`config.mk`:
```
export PLATFORM = sky130hd
export DESIGN_NAME = cacp_engine
export DESIGN_NICKNAME = d
export VERILOG_FILES = /design/src/rtl/core/cacp_pkg.sv /design/src/rtl/core/cacp_engine.sv
export SDC_FILE = /design/constraint.sdc
export NUM_CORES = 1
export LEC_CHECK = 0
export BUFFER_PORTS_ARGS = -buffer_cell sky130_fd_sc_hd__buf_2
export CORE_MARGIN = 3
export CORE_UTILIZATION = 50
export CTS_BUF_LIST = sky130_fd_sc_hd__clkbuf_16
export CTS_CLUSTER_SIZE = 8
export DETAILED_ROUTE_END_ITERATION = 10
export PLACE_DENSITY_LB_ADDON = 0.08
export SYNTH_ARGS = -nofsm -noshare
export SYNTH_HDL_FRONTEND = slang
export SYNTH_SLANG_ARGS = --single-unit
```
`constraint.sdc`:
```
create_clock -name clock -period 12.7 [get_ports clock]
set_clock_uncertainty 0.1 [all_clocks]
set_input_delay 1.27 -clock clock [delete_from_list [all_inputs] [get_ports clock]]
set_output_delay 1.27 -clock clock [all_outputs]
set_load 0.01 [all_outputs]
```
`src/rtl/core/cacp_pkg.sv`:
```
// Shared types and constants of the clipped autocorrelation peak core.
package cacp_pkg;

   // Defaults for the top-level parameters.
   localparam int FRAME_MAX_DEF   = 512;
   localparam int SAMPLE_BITS_DEF = 16;

   // Fixed field widths.
   localparam int FRAME_LEN_W = 10;
   localparam int LAG_W       = 9;
   localparam int SCALE_W     = 8;
   localparam int PEAK_W      = 11;
   localparam int ZLC_W       = 10;
   localparam int CSR_INDEX_W = 2;
   localparam int CSR_DATA_W  = 10;

   // Register reset values.
   localparam logic [FRAME_LEN_W-1:0] FRAME_LEN_RST  = 10'd320;
   localparam logic [LAG_W-1:0]       MIN_LAG_RST    = 9'd20;
   localparam logic [LAG_W-1:0]       MAX_LAG_RST    = 9'd200;
   localparam logic [SCALE_W-1:0]     CLIP_SCALE_RST = 8'd174;

   // Smallest frame length that is used.
   localparam int FRAME_MIN = 3;

   // floor(x / 3) == (x * RECIP_THIRD) >> THIRD_SHIFT for x below 2**17.
   localparam logic [31:0] RECIP_THIRD = 32'd43691;
   localparam int          THIRD_SHIFT = 17;

   typedef enum logic [CSR_INDEX_W-1:0] {
      CSR_FRAME_LENGTH = 2'd0,
      CSR_MIN_LAG      = 2'd1,
      CSR_MAX_LAG      = 2'd2,
      CSR_CLIP_SCALE   = 2'd3
   } csr_index_type;

   // Center-clipped sample codes.
   localparam logic [1:0] CLIP_ZERO = 2'b00;
   localparam logic [1:0] CLIP_POS  = 2'b01;
   localparam logic [1:0] CLIP_NEG  = 2'b11;

   typedef struct packed {
      logic [LAG_W-1:0]   lag_lo;
      logic [LAG_W-1:0]   lag_hi;
      logic [SCALE_W-1:0] clip_scale;
   } cfg_type;

   typedef enum logic [3:0] {
      ST_LOAD,
      ST_SCAN,
      ST_SCAN_DONE,
      ST_MULT,
      ST_CLIP,
      ST_CLIP_DONE,
      ST_LAG_START,
      ST_LAG_RUN,
      ST_LAG_DRAIN,
      ST_LAG_END,
      ST_PUBLISH
   } state_type;

endpackage

```
`src/rtl/core/cacp_engine.sv`:
```
// Sequencer and shared datapath: frame load, peak scan, clipping and lag search.
module cacp_engine #(
   parameter int FRAME_MAX   = 512,
   parameter int SAMPLE_BITS = 16,
   parameter int CNT_W       = 10,
   parameter int ADDR_W      = 9
) (
   input  logic                             clock,
   input  logic                             reset,
   input  logic [CNT_W-1:0]                 frame_len,
   input  cacp_pkg::cfg_type                cfg,
   input  logic                             req_valid,
   output logic                             req_ready,
   input  logic signed [SAMPLE_BITS-1:0]    req_sample,
   output logic                             rsp_valid,
   input  logic                             rsp_ready,
   output logic signed [cacp_pkg::PEAK_W-1:0] rsp_peak_value,
   output logic [cacp_pkg::LAG_W-1:0]       rsp_peak_lag,
   output logic [cacp_pkg::ZLC_W-1:0]       rsp_zero_lag_count,
   output logic signed [SAMPLE_BITS-1:0]    rsp_clip_level,
   output logic                             sram_we,
   output logic [ADDR_W-1:0]                sram_waddr,
   output logic [SAMPLE_BITS-1:0]           sram_wdata,
   output logic [ADDR_W-1:0]                sram_raddr,
   input  logic [SAMPLE_BITS-1:0]           sram_rdata,
   output logic                             cram_we,
   output logic [ADDR_W-1:0]                cram_waddr,
   output logic [1:0]                       cram_wdata,
   output logic [ADDR_W-1:0]                cram_raddr_a,
   output logic [ADDR_W-1:0]                cram_raddr_b,
   input  logic [1:0]                       cram_rdata_a,
   input  logic [1:0]                       cram_rdata_b
);

   import cacp_pkg::*;

   localparam int SUM_W  = CNT_W + 1;
   localparam int LW     = (CNT_W > LAG_W) ? CNT_W : LAG_W;
   localparam int PROD_W = SAMPLE_BITS + SCALE_W + 1;
   localparam logic signed [SAMPLE_BITS-1:0] MOST_NEG =
      {1'b1, {(SAMPLE_BITS-1){1'b0}}};

   state_type state_ff, state_in;

   logic [CNT_W-1:0]  count_ff, count_in;
   logic [ADDR_W-1:0] idx_ff, idx_in;
   logic [ADDR_W-1:0] rd_idx_ff, rd_idx_in;
   logic              scan_vld_ff, scan_vld_in;
   logic              clip_vld_ff, clip_vld_in;
   logic              corr_vld_ff, corr_vld_in;
   logic [CNT_W-1:0]  third_ff, third_in;
   logic [CNT_W-1:0]  two_third_ff, two_third_in;
   logic signed [SAMPLE_BITS-1:0] left_ff, left_in;
   logic signed [SAMPLE_BITS-1:0] right_ff, right_in;
   logic signed [PROD_W-1:0]      prod_ff, prod_in;
   logic [CNT_W-1:0]  nonzero_ff, nonzero_in;
   logic [LAG_W-1:0]  lag_ff, lag_in;
   logic signed [SUM_W-1:0] lag_sum_ff, lag_sum_in;
   logic signed [SUM_W-1:0] best_sum_ff, best_sum_in;
   logic [LAG_W-1:0]  best_lag_ff, best_lag_in;
   logic              rsp_valid_ff, rsp_valid_in;
   logic signed [PEAK_W-1:0]      out_peak_ff, out_peak_in;
   logic [LAG_W-1:0]              out_lag_ff, out_lag_in;
   logic [ZLC_W-1:0]              out_count_ff, out_count_in;
   logic signed [SAMPLE_BITS-1:0] out_level_ff, out_level_in;

   logic [CNT_W-1:0]  count_next;
   logic [CNT_W-1:0]  n_last;
   logic              idx_last;
   logic [LW:0]       pair_sum;
   logic              lag_beyond;
   logic signed [SAMPLE_BITS-1:0] rd_sample;
   logic signed [SAMPLE_BITS-1:0] min_peak;
   logic signed [SAMPLE_BITS-1:0] thr;
   logic signed [SAMPLE_BITS:0]   sample_ext;
   logic signed [SAMPLE_BITS:0]   thr_ext;
   logic signed [SAMPLE_BITS:0]   neg_thr;
   logic [1:0]        clip_code;

   always_ff @(posedge clock) begin
      if (reset) begin
         state_ff     <= ST_LOAD;
         count_ff     <= '0;
         scan_vld_ff  <= 1'b0;
         clip_vld_ff  <= 1'b0;
         corr_vld_ff  <= 1'b0;
         rsp_valid_ff <= 1'b0;
         left_ff      <= MOST_NEG;
         right_ff     <= MOST_NEG;
         lag_sum_ff   <= '0;
         best_sum_ff  <= '0;
         best_lag_ff  <= '0;
      end else begin
         state_ff     <= state_in;
         count_ff     <= count_in;
         scan_vld_ff  <= scan_vld_in;
         clip_vld_ff  <= clip_vld_in;
         corr_vld_ff  <= corr_vld_in;
         rsp_valid_ff <= rsp_valid_in;
         left_ff      <= left_in;
         right_ff     <= right_in;
         lag_sum_ff   <= lag_sum_in;
         best_sum_ff  <= best_sum_in;
         best_lag_ff  <= best_lag_in;
      end
   end

   always_ff @(posedge clock) begin
      idx_ff       <= idx_in;
      rd_idx_ff    <= rd_idx_in;
      third_ff     <= third_in;
      two_third_ff <= two_third_in;
      prod_ff      <= prod_in;
      nonzero_ff   <= nonzero_in;
      lag_ff       <= lag_in;
      out_peak_ff  <= out_peak_in;
      out_lag_ff   <= out_lag_in;
      out_count_ff <= out_count_in;
      out_level_ff <= out_level_in;
   end

   assign count_next = count_ff + 1'b1;
   assign n_last     = frame_len - 1'b1;
   assign idx_last   = (CNT_W'(idx_ff) == n_last);
   assign pair_sum   = (LW+1)'(idx_ff) + (LW+1)'(lag_ff);
   assign lag_beyond = ((LW+1)'(lag_ff) >= (LW+1)'(frame_len));

   assign rd_sample  = $signed(sram_rdata);
   assign min_peak   = (left_ff < right_ff) ? left_ff : right_ff;
   // The arithmetic shift by eight floors the Q8 product.
   assign thr        = $signed(prod_ff[SAMPLE_BITS+SCALE_W-1:SCALE_W]);
   assign sample_ext = (SAMPLE_BITS+1)'(rd_sample);
   assign thr_ext    = (SAMPLE_BITS+1)'(thr);
   assign neg_thr    = -thr_ext;

   // A negative threshold lets the positive test win.
   always_comb begin
      if (sample_ext > thr_ext) begin
         clip_code = CLIP_POS;
      end else if (sample_ext < neg_thr) begin
         clip_code = CLIP_NEG;
      end else begin
         clip_code = CLIP_ZERO;
      end
   end

   always_comb begin
      state_in     = state_ff;
      count_in     = count_ff;
      idx_in       = idx_ff;
      rd_idx_in    = idx_ff;
      scan_vld_in  = 1'b0;
      clip_vld_in  = 1'b0;
      corr_vld_in  = 1'b0;
      third_in     = third_ff;
      two_third_in = two_third_ff;
      left_in      = left_ff;
      right_in     = right_ff;
      prod_in      = prod_ff;
      nonzero_in   = nonzero_ff;
      lag_in       = lag_ff;
      lag_sum_in   = lag_sum_ff;
      best_sum_in  = best_sum_ff;
      best_lag_in  = best_lag_ff;
      rsp_valid_in = rsp_valid_ff;
      out_peak_in  = out_peak_ff;
      out_lag_in   = out_lag_ff;
      out_count_in = out_count_ff;
      out_level_in = out_level_ff;

      req_ready    = 1'b0;
      sram_we      = 1'b0;
      sram_waddr   = count_ff[ADDR_W-1:0];
      sram_wdata   = req_sample;
      sram_raddr   = idx_ff;
      cram_we      = 1'b0;
      cram_waddr   = rd_idx_ff;
      cram_wdata   = clip_code;
      cram_raddr_a = idx_ff;
      cram_raddr_b = pair_sum[ADDR_W-1:0];

      if (rsp_valid_ff && rsp_ready) begin
         rsp_valid_in = 1'b0;
      end

      // Read data returns in the cycle after the address was issued.
      if (scan_vld_ff) begin
         if (CNT_W'(rd_idx_ff) < third_ff && rd_sample > left_ff) begin
            left_in = rd_sample;
         end
         if (CNT_W'(rd_idx_ff) >= two_third_ff && rd_sample > right_ff) begin
            right_in = rd_sample;
         end
      end

      if (clip_vld_ff) begin
         cram_we = 1'b1;
         if (clip_code != CLIP_ZERO) begin
            nonzero_in = nonzero_ff + 1'b1;
         end
      end

      if (corr_vld_ff && cram_rdata_a != CLIP_ZERO && cram_rdata_b != CLIP_ZERO) begin
         if (cram_rdata_a == cram_rdata_b) begin
            lag_sum_in = lag_sum_ff + SUM_W'(1);
         end else begin
            lag_sum_in = lag_sum_ff - SUM_W'(1);
         end
      end

      unique case (state_ff)
         ST_LOAD: begin
            req_ready = 1'b1;
            if (req_valid) begin
               sram_we = (count_ff < CNT_W'(FRAME_MAX));
               if (count_next >= frame_len) begin
                  count_in     = '0;
                  idx_in       = '0;
                  left_in      = MOST_NEG;
                  right_in     = MOST_NEG;
                  third_in     = CNT_W'((32'(frame_len) * RECIP_THIRD) >> THIRD_SHIFT);
                  two_third_in =
                     CNT_W'(((32'(frame_len) << 1) * RECIP_THIRD) >> THIRD_SHIFT);
                  state_in     = ST_SCAN;
               end else begin
                  count_in = count_next;
               end
            end
         end
         ST_SCAN: begin
            scan_vld_in = 1'b1;
            if (idx_last) begin
               state_in = ST_SCAN_DONE;
            end else begin
               idx_in = idx_ff + 1'b1;
            end
         end
         ST_SCAN_DONE: begin
            state_in = ST_MULT;
         end
         ST_MULT: begin
            prod_in    = min_peak * $signed({1'b0, cfg.clip_scale});
            nonzero_in = '0;
            idx_in     = '0;
            state_in   = ST_CLIP;
         end
         ST_CLIP: begin
            clip_vld_in = 1'b1;
            if (idx_last) begin
               state_in = ST_CLIP_DONE;
            end else begin
               idx_in = idx_ff + 1'b1;
            end
         end
         ST_CLIP_DONE: begin
            lag_in   = cfg.lag_lo;
            state_in = ST_LAG_START;
         end
         ST_LAG_START: begin
            lag_sum_in = '0;
            idx_in     = '0;
            // A lag at or beyond the frame length has no pairs and sums to zero.
            if (lag_beyond) begin
               state_in = ST_LAG_END;
            end else begin
               state_in = ST_LAG_RUN;
            end
         end
         ST_LAG_RUN: begin
            corr_vld_in = 1'b1;
            if (pair_sum == (LW+1)'(n_last)) begin
               state_in = ST_LAG_DRAIN;
            end else begin
               idx_in = idx_ff + 1'b1;
            end
         end
         ST_LAG_DRAIN: begin
            state_in = ST_LAG_END;
         end
         ST_LAG_END: begin
            if (lag_ff == cfg.lag_lo || lag_sum_ff > best_sum_ff) begin
               best_sum_in = lag_sum_ff;
               best_lag_in = lag_ff;
            end
            if (lag_ff == cfg.lag_hi) begin
               state_in = ST_PUBLISH;
            end else begin
               lag_in   = lag_ff + 1'b1;
               state_in = ST_LAG_START;
            end
         end
         ST_PUBLISH: begin
            if (!rsp_valid_ff || rsp_ready) begin
               rsp_valid_in = 1'b1;
               out_peak_in  = PEAK_W'(best_sum_ff);
               out_lag_in   = best_lag_ff;
               out_count_in = ZLC_W'(nonzero_ff);
               out_level_in = thr;
               state_in     = ST_LOAD;
            end
         end
         default: begin
            state_in = ST_LOAD;
         end
      endcase
   end

   assign rsp_valid          = rsp_valid_ff;
   assign rsp_peak_value     = out_peak_ff;
   assign rsp_peak_lag       = out_lag_ff;
   assign rsp_zero_lag_count = out_count_ff;
   assign rsp_clip_level     = out_level_ff;

endmodule

```
-- After elaboration in Yosys (flattened, before gate mapping)
Cells that the tools add are included.
- order comparisons: 11
- reductions and logical operators: 25
- $add $sub $neg: 9
- $mul: 3
- multiplexer cells: 41
- equality and inequality tests: 24
- operators with widths (cell ; count):
    2-to-1 mux 16 bit ; 11
    multiplier 10 x 16 -> 26 bit, second input constant ; 2
    greater-than comparator 16 bit ; 3
    2-to-1 mux 9 bit ; 5
    case mux 4 bit (11 select lines) ; 1
    case mux 9 bit (4 select lines) ; 1
    2-to-1 mux 4 bit ; 8
    multiplier 16 x 9 -> 24 bit ; 1
    adder 10 x 1 -> 10 bit, second input constant ; 2
    >= comparator 9 x 10 -> 1 bit ; 2
    adder 9 x 1 -> 9 bit, second input constant ; 2
    == test 9 bit ; 2
    inequality test 2 bit, second input constant ; 9
    case mux 9 bit (2 select lines) ; 1
    < comparator 16 x 17 -> 1 bit ; 1
    negation 16 -> 17 bit ; 1
    == test 4 x 3 -> 1 bit, second input constant ; 4
    < comparator 16 bit ; 1
    == test 4 bit, second input constant ; 3
    adder 11 x 2 -> 11 bit, second input constant ; 1
    greater-than comparator 11 bit ; 1
    2-to-1 mux 11 bit ; 1
    subtractor 11 x 2 -> 11 bit, second input constant ; 1
    adder 9 x 9 -> 10 bit ; 1
    other kinds (23) ; 48
- input bits: 76
- output and inout port bits: 113
- logic and storage cells: 135
- register bits: 207

-- Logic depth before layout (Yosys ltp)
- word-level depth: 7
- gate-level depth with buffers: 30
- mapped depth without buffers: 28

-- Worst setup path after synthesis
OpenSTA, ideal clock, no wires.
- path type: reg-to-reg
- start point: register right_ff[11]
- end point: register prod_ff[22], data pin
- setup time: 0.258 ns
- data arrival time: 6.509 ns
- required time: 12.342 ns
- period minus slack after synthesis: 6.866 ns
- buffers on the path: 2
- cell stages (with the launch flop): 28
- setup slack: 5.834 ns
- cells stage by stage: dfxtp_1 inv_1 ha_1 and2_4 nand2_1 nor2_1 a311o_1 o21a_1 nor2_1 clkbuf_1 clkbuf_1 o21ai_1 and2_1 fa_1 fa_1 fa_1 inv_1 fa_1 inv_1 ha_1 a21o_1 a21o_1 a21oi_1 nand2_1 o31a_2 a211o_1 a21oi_1 xnor2_1
- longest elaborated chain between the ends: 3
- ends and longest elaborated chain (what ; line ; source):
    start, declared ; cacp_engine.sv:54 ; logic signed [SAMPLE_BITS-1:0] right_ff, right_in;
    start signal, assigned ; cacp_engine.sv:101 ; right_ff <= right_in;
    < comparator 16 bit ; cacp_engine.sv:129 ; assign min_peak = (left_ff < right_ff) ? left_ff : right_ff;
    2-to-1 mux 16 bit * ; cacp_engine.sv:129 ;
    multiplier 16 x 9 -> 24 bit * ; cacp_engine.sv:242 ; prod_in = min_peak * $signed({1'b0, cfg.clip_scale});
    end signal, assigned ; cacp_engine.sv:113 ; prod_ff <= prod_in;
    end, declared ; cacp_engine.sv:55 ; logic signed [PROD_W-1:0] prod_ff, prod_in;
Mark *: on every way between the ends. The rest lies on a longest branch, timed or not.
A chain may end at the register's enable or synchronous reset.

-- Final worst setup path
- start point: register right_ff[2]
- end point: register prod_ff[22], data pin
Same word-level chain as after synthesis.

==> results.toml <==
[run_status]
status = "completed"

[synthesis]
synth_cells = 1915
synth_edf_count = 90
yosys_most_used_dff = "dfxtp_1"
synth-seq-cells = 190
synth_compound_area_share_pct = 10.0
synthSimpleGateAreaFrac_pct = 14.0
syn_avg_cell_area_um2 = 9.57
async_flop_share_pct = 0
yosysTopAreaCell = "ha_1"
ys_warn_count = 0
ys_types = 76
synth_area_leaders = "ha_1 18%, edfxtp_1 15%, fa_1 15%"
synth_xor_area_share_pct = 6.90
synth_top_area_share_pct = 18.2
synth_mux_area_share_pct = 2.47
synth_top_family_by_area = "adder cells"
ys_seq_area_share_pct = 25.7
synth-adder-area-share_pct = 32.7
synth_fp_nets = 2390
syn-cell-area_um2 = 18300

[critical_path]
r2r_slack_ns = 5.04
cp-end-kind = "register"
critical-path-top-delay-family = "adder cells"
r2r_start = "right_ff[2]"
reg2reg_to = "prod_ff[22]"
cpPeakStageDelay_ns = 0.86
cp_slowest_cell = "nor2_2"
worstPathRequired_ns = 12.79
critPathArrivalTime_ns = 7.75
crit_path_start_kind = "register"
crit_buf_inv = 1
worst_r2r_path_depth = 23
crit_type = "register to register"
crit_path_max_fanout = 29
path_cells = "inv_1 -> ha_1 -> a211oi_1 -> o21ai_0 -> a21oi_1 -> a21oi_1 -> o21a_1 -> nor2_2 -> mux2i_1 -> nor2b_1 -> fa_1 -> fa_1 -> ha_1 -> fa_1 -> ha_1 -> nand4_1 -> nor4bb_1 -> or4b_4 -> a311oi_2 -> o31a_2 -> a211o_1 -> a21oi_1 -> xnor2_1"

[global_route]
grt_pass1_wl_um = 71600
grt_overflow = 0
grt_max_degree = 47
first_global_vias = 13800
antenna_found_initial = 1
track_usage_pct = 23.0

[cts]
cts_buffers = 17
cts_num_sinks = 190
cts_tree = "done"
cts_resized = 0
htree_num_levels = 4
clk_latency_ns = 0.45
hold_buffers = 0
cts_root_buf = "clkbuf_16"
postCtsSetupBuffers = 0
cts_buffer_depth = 2
cts.clk_slew.worst_paths_ns = 0.08

[detailed_routing]
routedWlPerCell_um = 17.3
num_vias = 13400
drt-initial-drc-count = 619
drcViolationCount = 0
firstDrtPassIters = 5
wl_um = 43000
detail-route-antenna-nets = 0
viasPerCell = 5.38

[worst_hold_path]
worstHoldEndpoint = "rsp_peak_lag[3]"
hold_depth = 0
hp-start = "best_lag_ff[3]"
hold_class = "register to register"

[layout]
area_delta_synth_final_pct = 8.20
drive_gt1_share_pct = 10.9
fin_nets = 2493
fin_area_um2 = 19800
final_common_cell = "inv_1"
utilization_pct = 55.3
final_cell_mix = "273 x inv_1, 266 x ha_1, 156 x buf_2"
diodes = 0

[die]
fp.dieW_um = 197
io_pins = 189
row_count = 69
dieArea_um2 = 39000
initial_core_util_pct = 51.2
core_um2 = 35800
dieHeight_um = 197

[power]
vdd_drop_max_v = 0.000465
powerDensity_nw_per_um2 = 203
leakage_nw = 9.66

[job]
max-cap-violations = 0

[placement]
gp_congestion = 0.880
dpl.hpwl_um = 34400
io_buffers = 156
place_area_um2 = 19300

[timing]
setup_violations = 0
relSlewSlack_pct = 26.7
fin_setup_tns_ns = 0
post-route-min-period_ns = 7.66
tightestPinTransition_ns = 1.10
min_period_over_period_pct = 60.3
final_max_slew_viol_count = 0
rsz0062_at_grt = "no"
clock.fmax_mhz = 131
hold_violations = 0
holdWs_ns = 0.329
==> final cells by class <==
class | count | area, µm²
fill | 3334 | 16000
multi-input combinational | 1371 | 12100
sequential | 190 | 4700
inverter | 274 | 1030
timing repair buffer | 164 | 841
tap | 461 | 577
clock buffer | 17 | 425
clock inverter | 15 | 110
==> Yosys cell counts (3+ instances only) <==
master     count
a21o_1        44
o2111ai_1      3
fa_1         133
nand3b_1       9
o211ai_1       6
buf_2          4
and2_1        50
o21ai_0       34
clkbuf_1      34
nor2_1       137
a21oi_1       78
a211oi_1       6
a311o_1        3
nand3_1       40
inv_1        273
a31oi_1        7
o31ai_1       19
xnor3_1        4
and3_1        15
mux2i_1       43
nor3_1        24
xnor2_1       84
o21bai_1      10
o41ai_1        3
nand4_1       29
xor2_1        47
ha_1         266
edfxtp_1      90
o21ai_1       14
buf_4         38
or3_1          7
dfxtp_1      100
o21a_1        27
a2111oi_0      4
nor4_1        10
nor2b_1       36
and4_1         4
nand2_1      115
nand2b_1      18
==> registers in the layout (all words and copies together) (netlist names), 4 cells and up <==
signal              flops
count_ff               10
state_ff                4
lag_sum_ff             11
nonzero_ff             10
best_sum_ff            11
rsp_peak_lag            9
lag_ff                  9
cram_waddr              9
prod_ff                16
rsp_zero_lag_count     10
rsp_clip_level         16
best_lag_ff             9
cram_raddr_a            9
left_ff                16
two_third_ff           10
right_ff               16
rsp_peak_value         11
==> routing by layer <==
metal | part of all wire (%) | global-route usage, % | vias to the layer above
met1 | 46 | 31.0 | 6445
met2 | 48 | 38.9 | 283
met4 | 2.0 | 5.83 | 0
li1 | - | - | 6627
met3 | 4.0 | 3.48 | 52
met5 | 0 | 0 | -
==> stage by stage <==
step / instances / power, W / worst slack (ns)
after floorplan: 1915 / 0.00300 / 5.83
after global placement: 2460 / 0.00353 / 5.16
final: 2492 / 0.00403 / 5.04
after global routing: 2492 / 0.00449 / 4.35
after detailed placement: 2460 / 0.00355 / 5.05
after CTS: 2492 / 0.00409 / 5.01
==> cell families (layout without fill, tap and decap cells) <==
family | count (synthesis) | in the layout
AO/OA/AOI/OAI | 278 | 278
flip-flops | 190 | 190
buffers and inverters | 354 | 470
adder cells (fa/ha/maj) | 399 | 399
multiplexers | 45 | 45
XOR/XNOR | 136 | 136
AND/OR/NAND/NOR | 513 | 513
==> worst max path at each step <==
stage            startpoint           to  slack, ns  cells past startpoint
3_3_place_gp   right_ff[11]  prod_ff[22]       5.16                     25
3_5_place_dp   right_ff[11]  prod_ff[22]       5.05                     23
4_1_cts        right_ff[11]  prod_ff[22]       5.01                     25
5_1_grt         right_ff[2]  prod_ff[22]       4.35                     27
2_1_floorplan  right_ff[11]  prod_ff[22]       5.83                     27
6_report        right_ff[2]  prod_ff[22]       5.04                     23
==> power breakdown <==
group	switching (W)	leakage, nW	internal, W
Combinational	0.00143	7.75	0.00123
Sequential	0.0000579	1.65	0.000808
Clock	0.000257	0.264	0.000254
Total	0.00175	9.66	0.00229
Note: power is estimated with default switching activity, not from simulation.
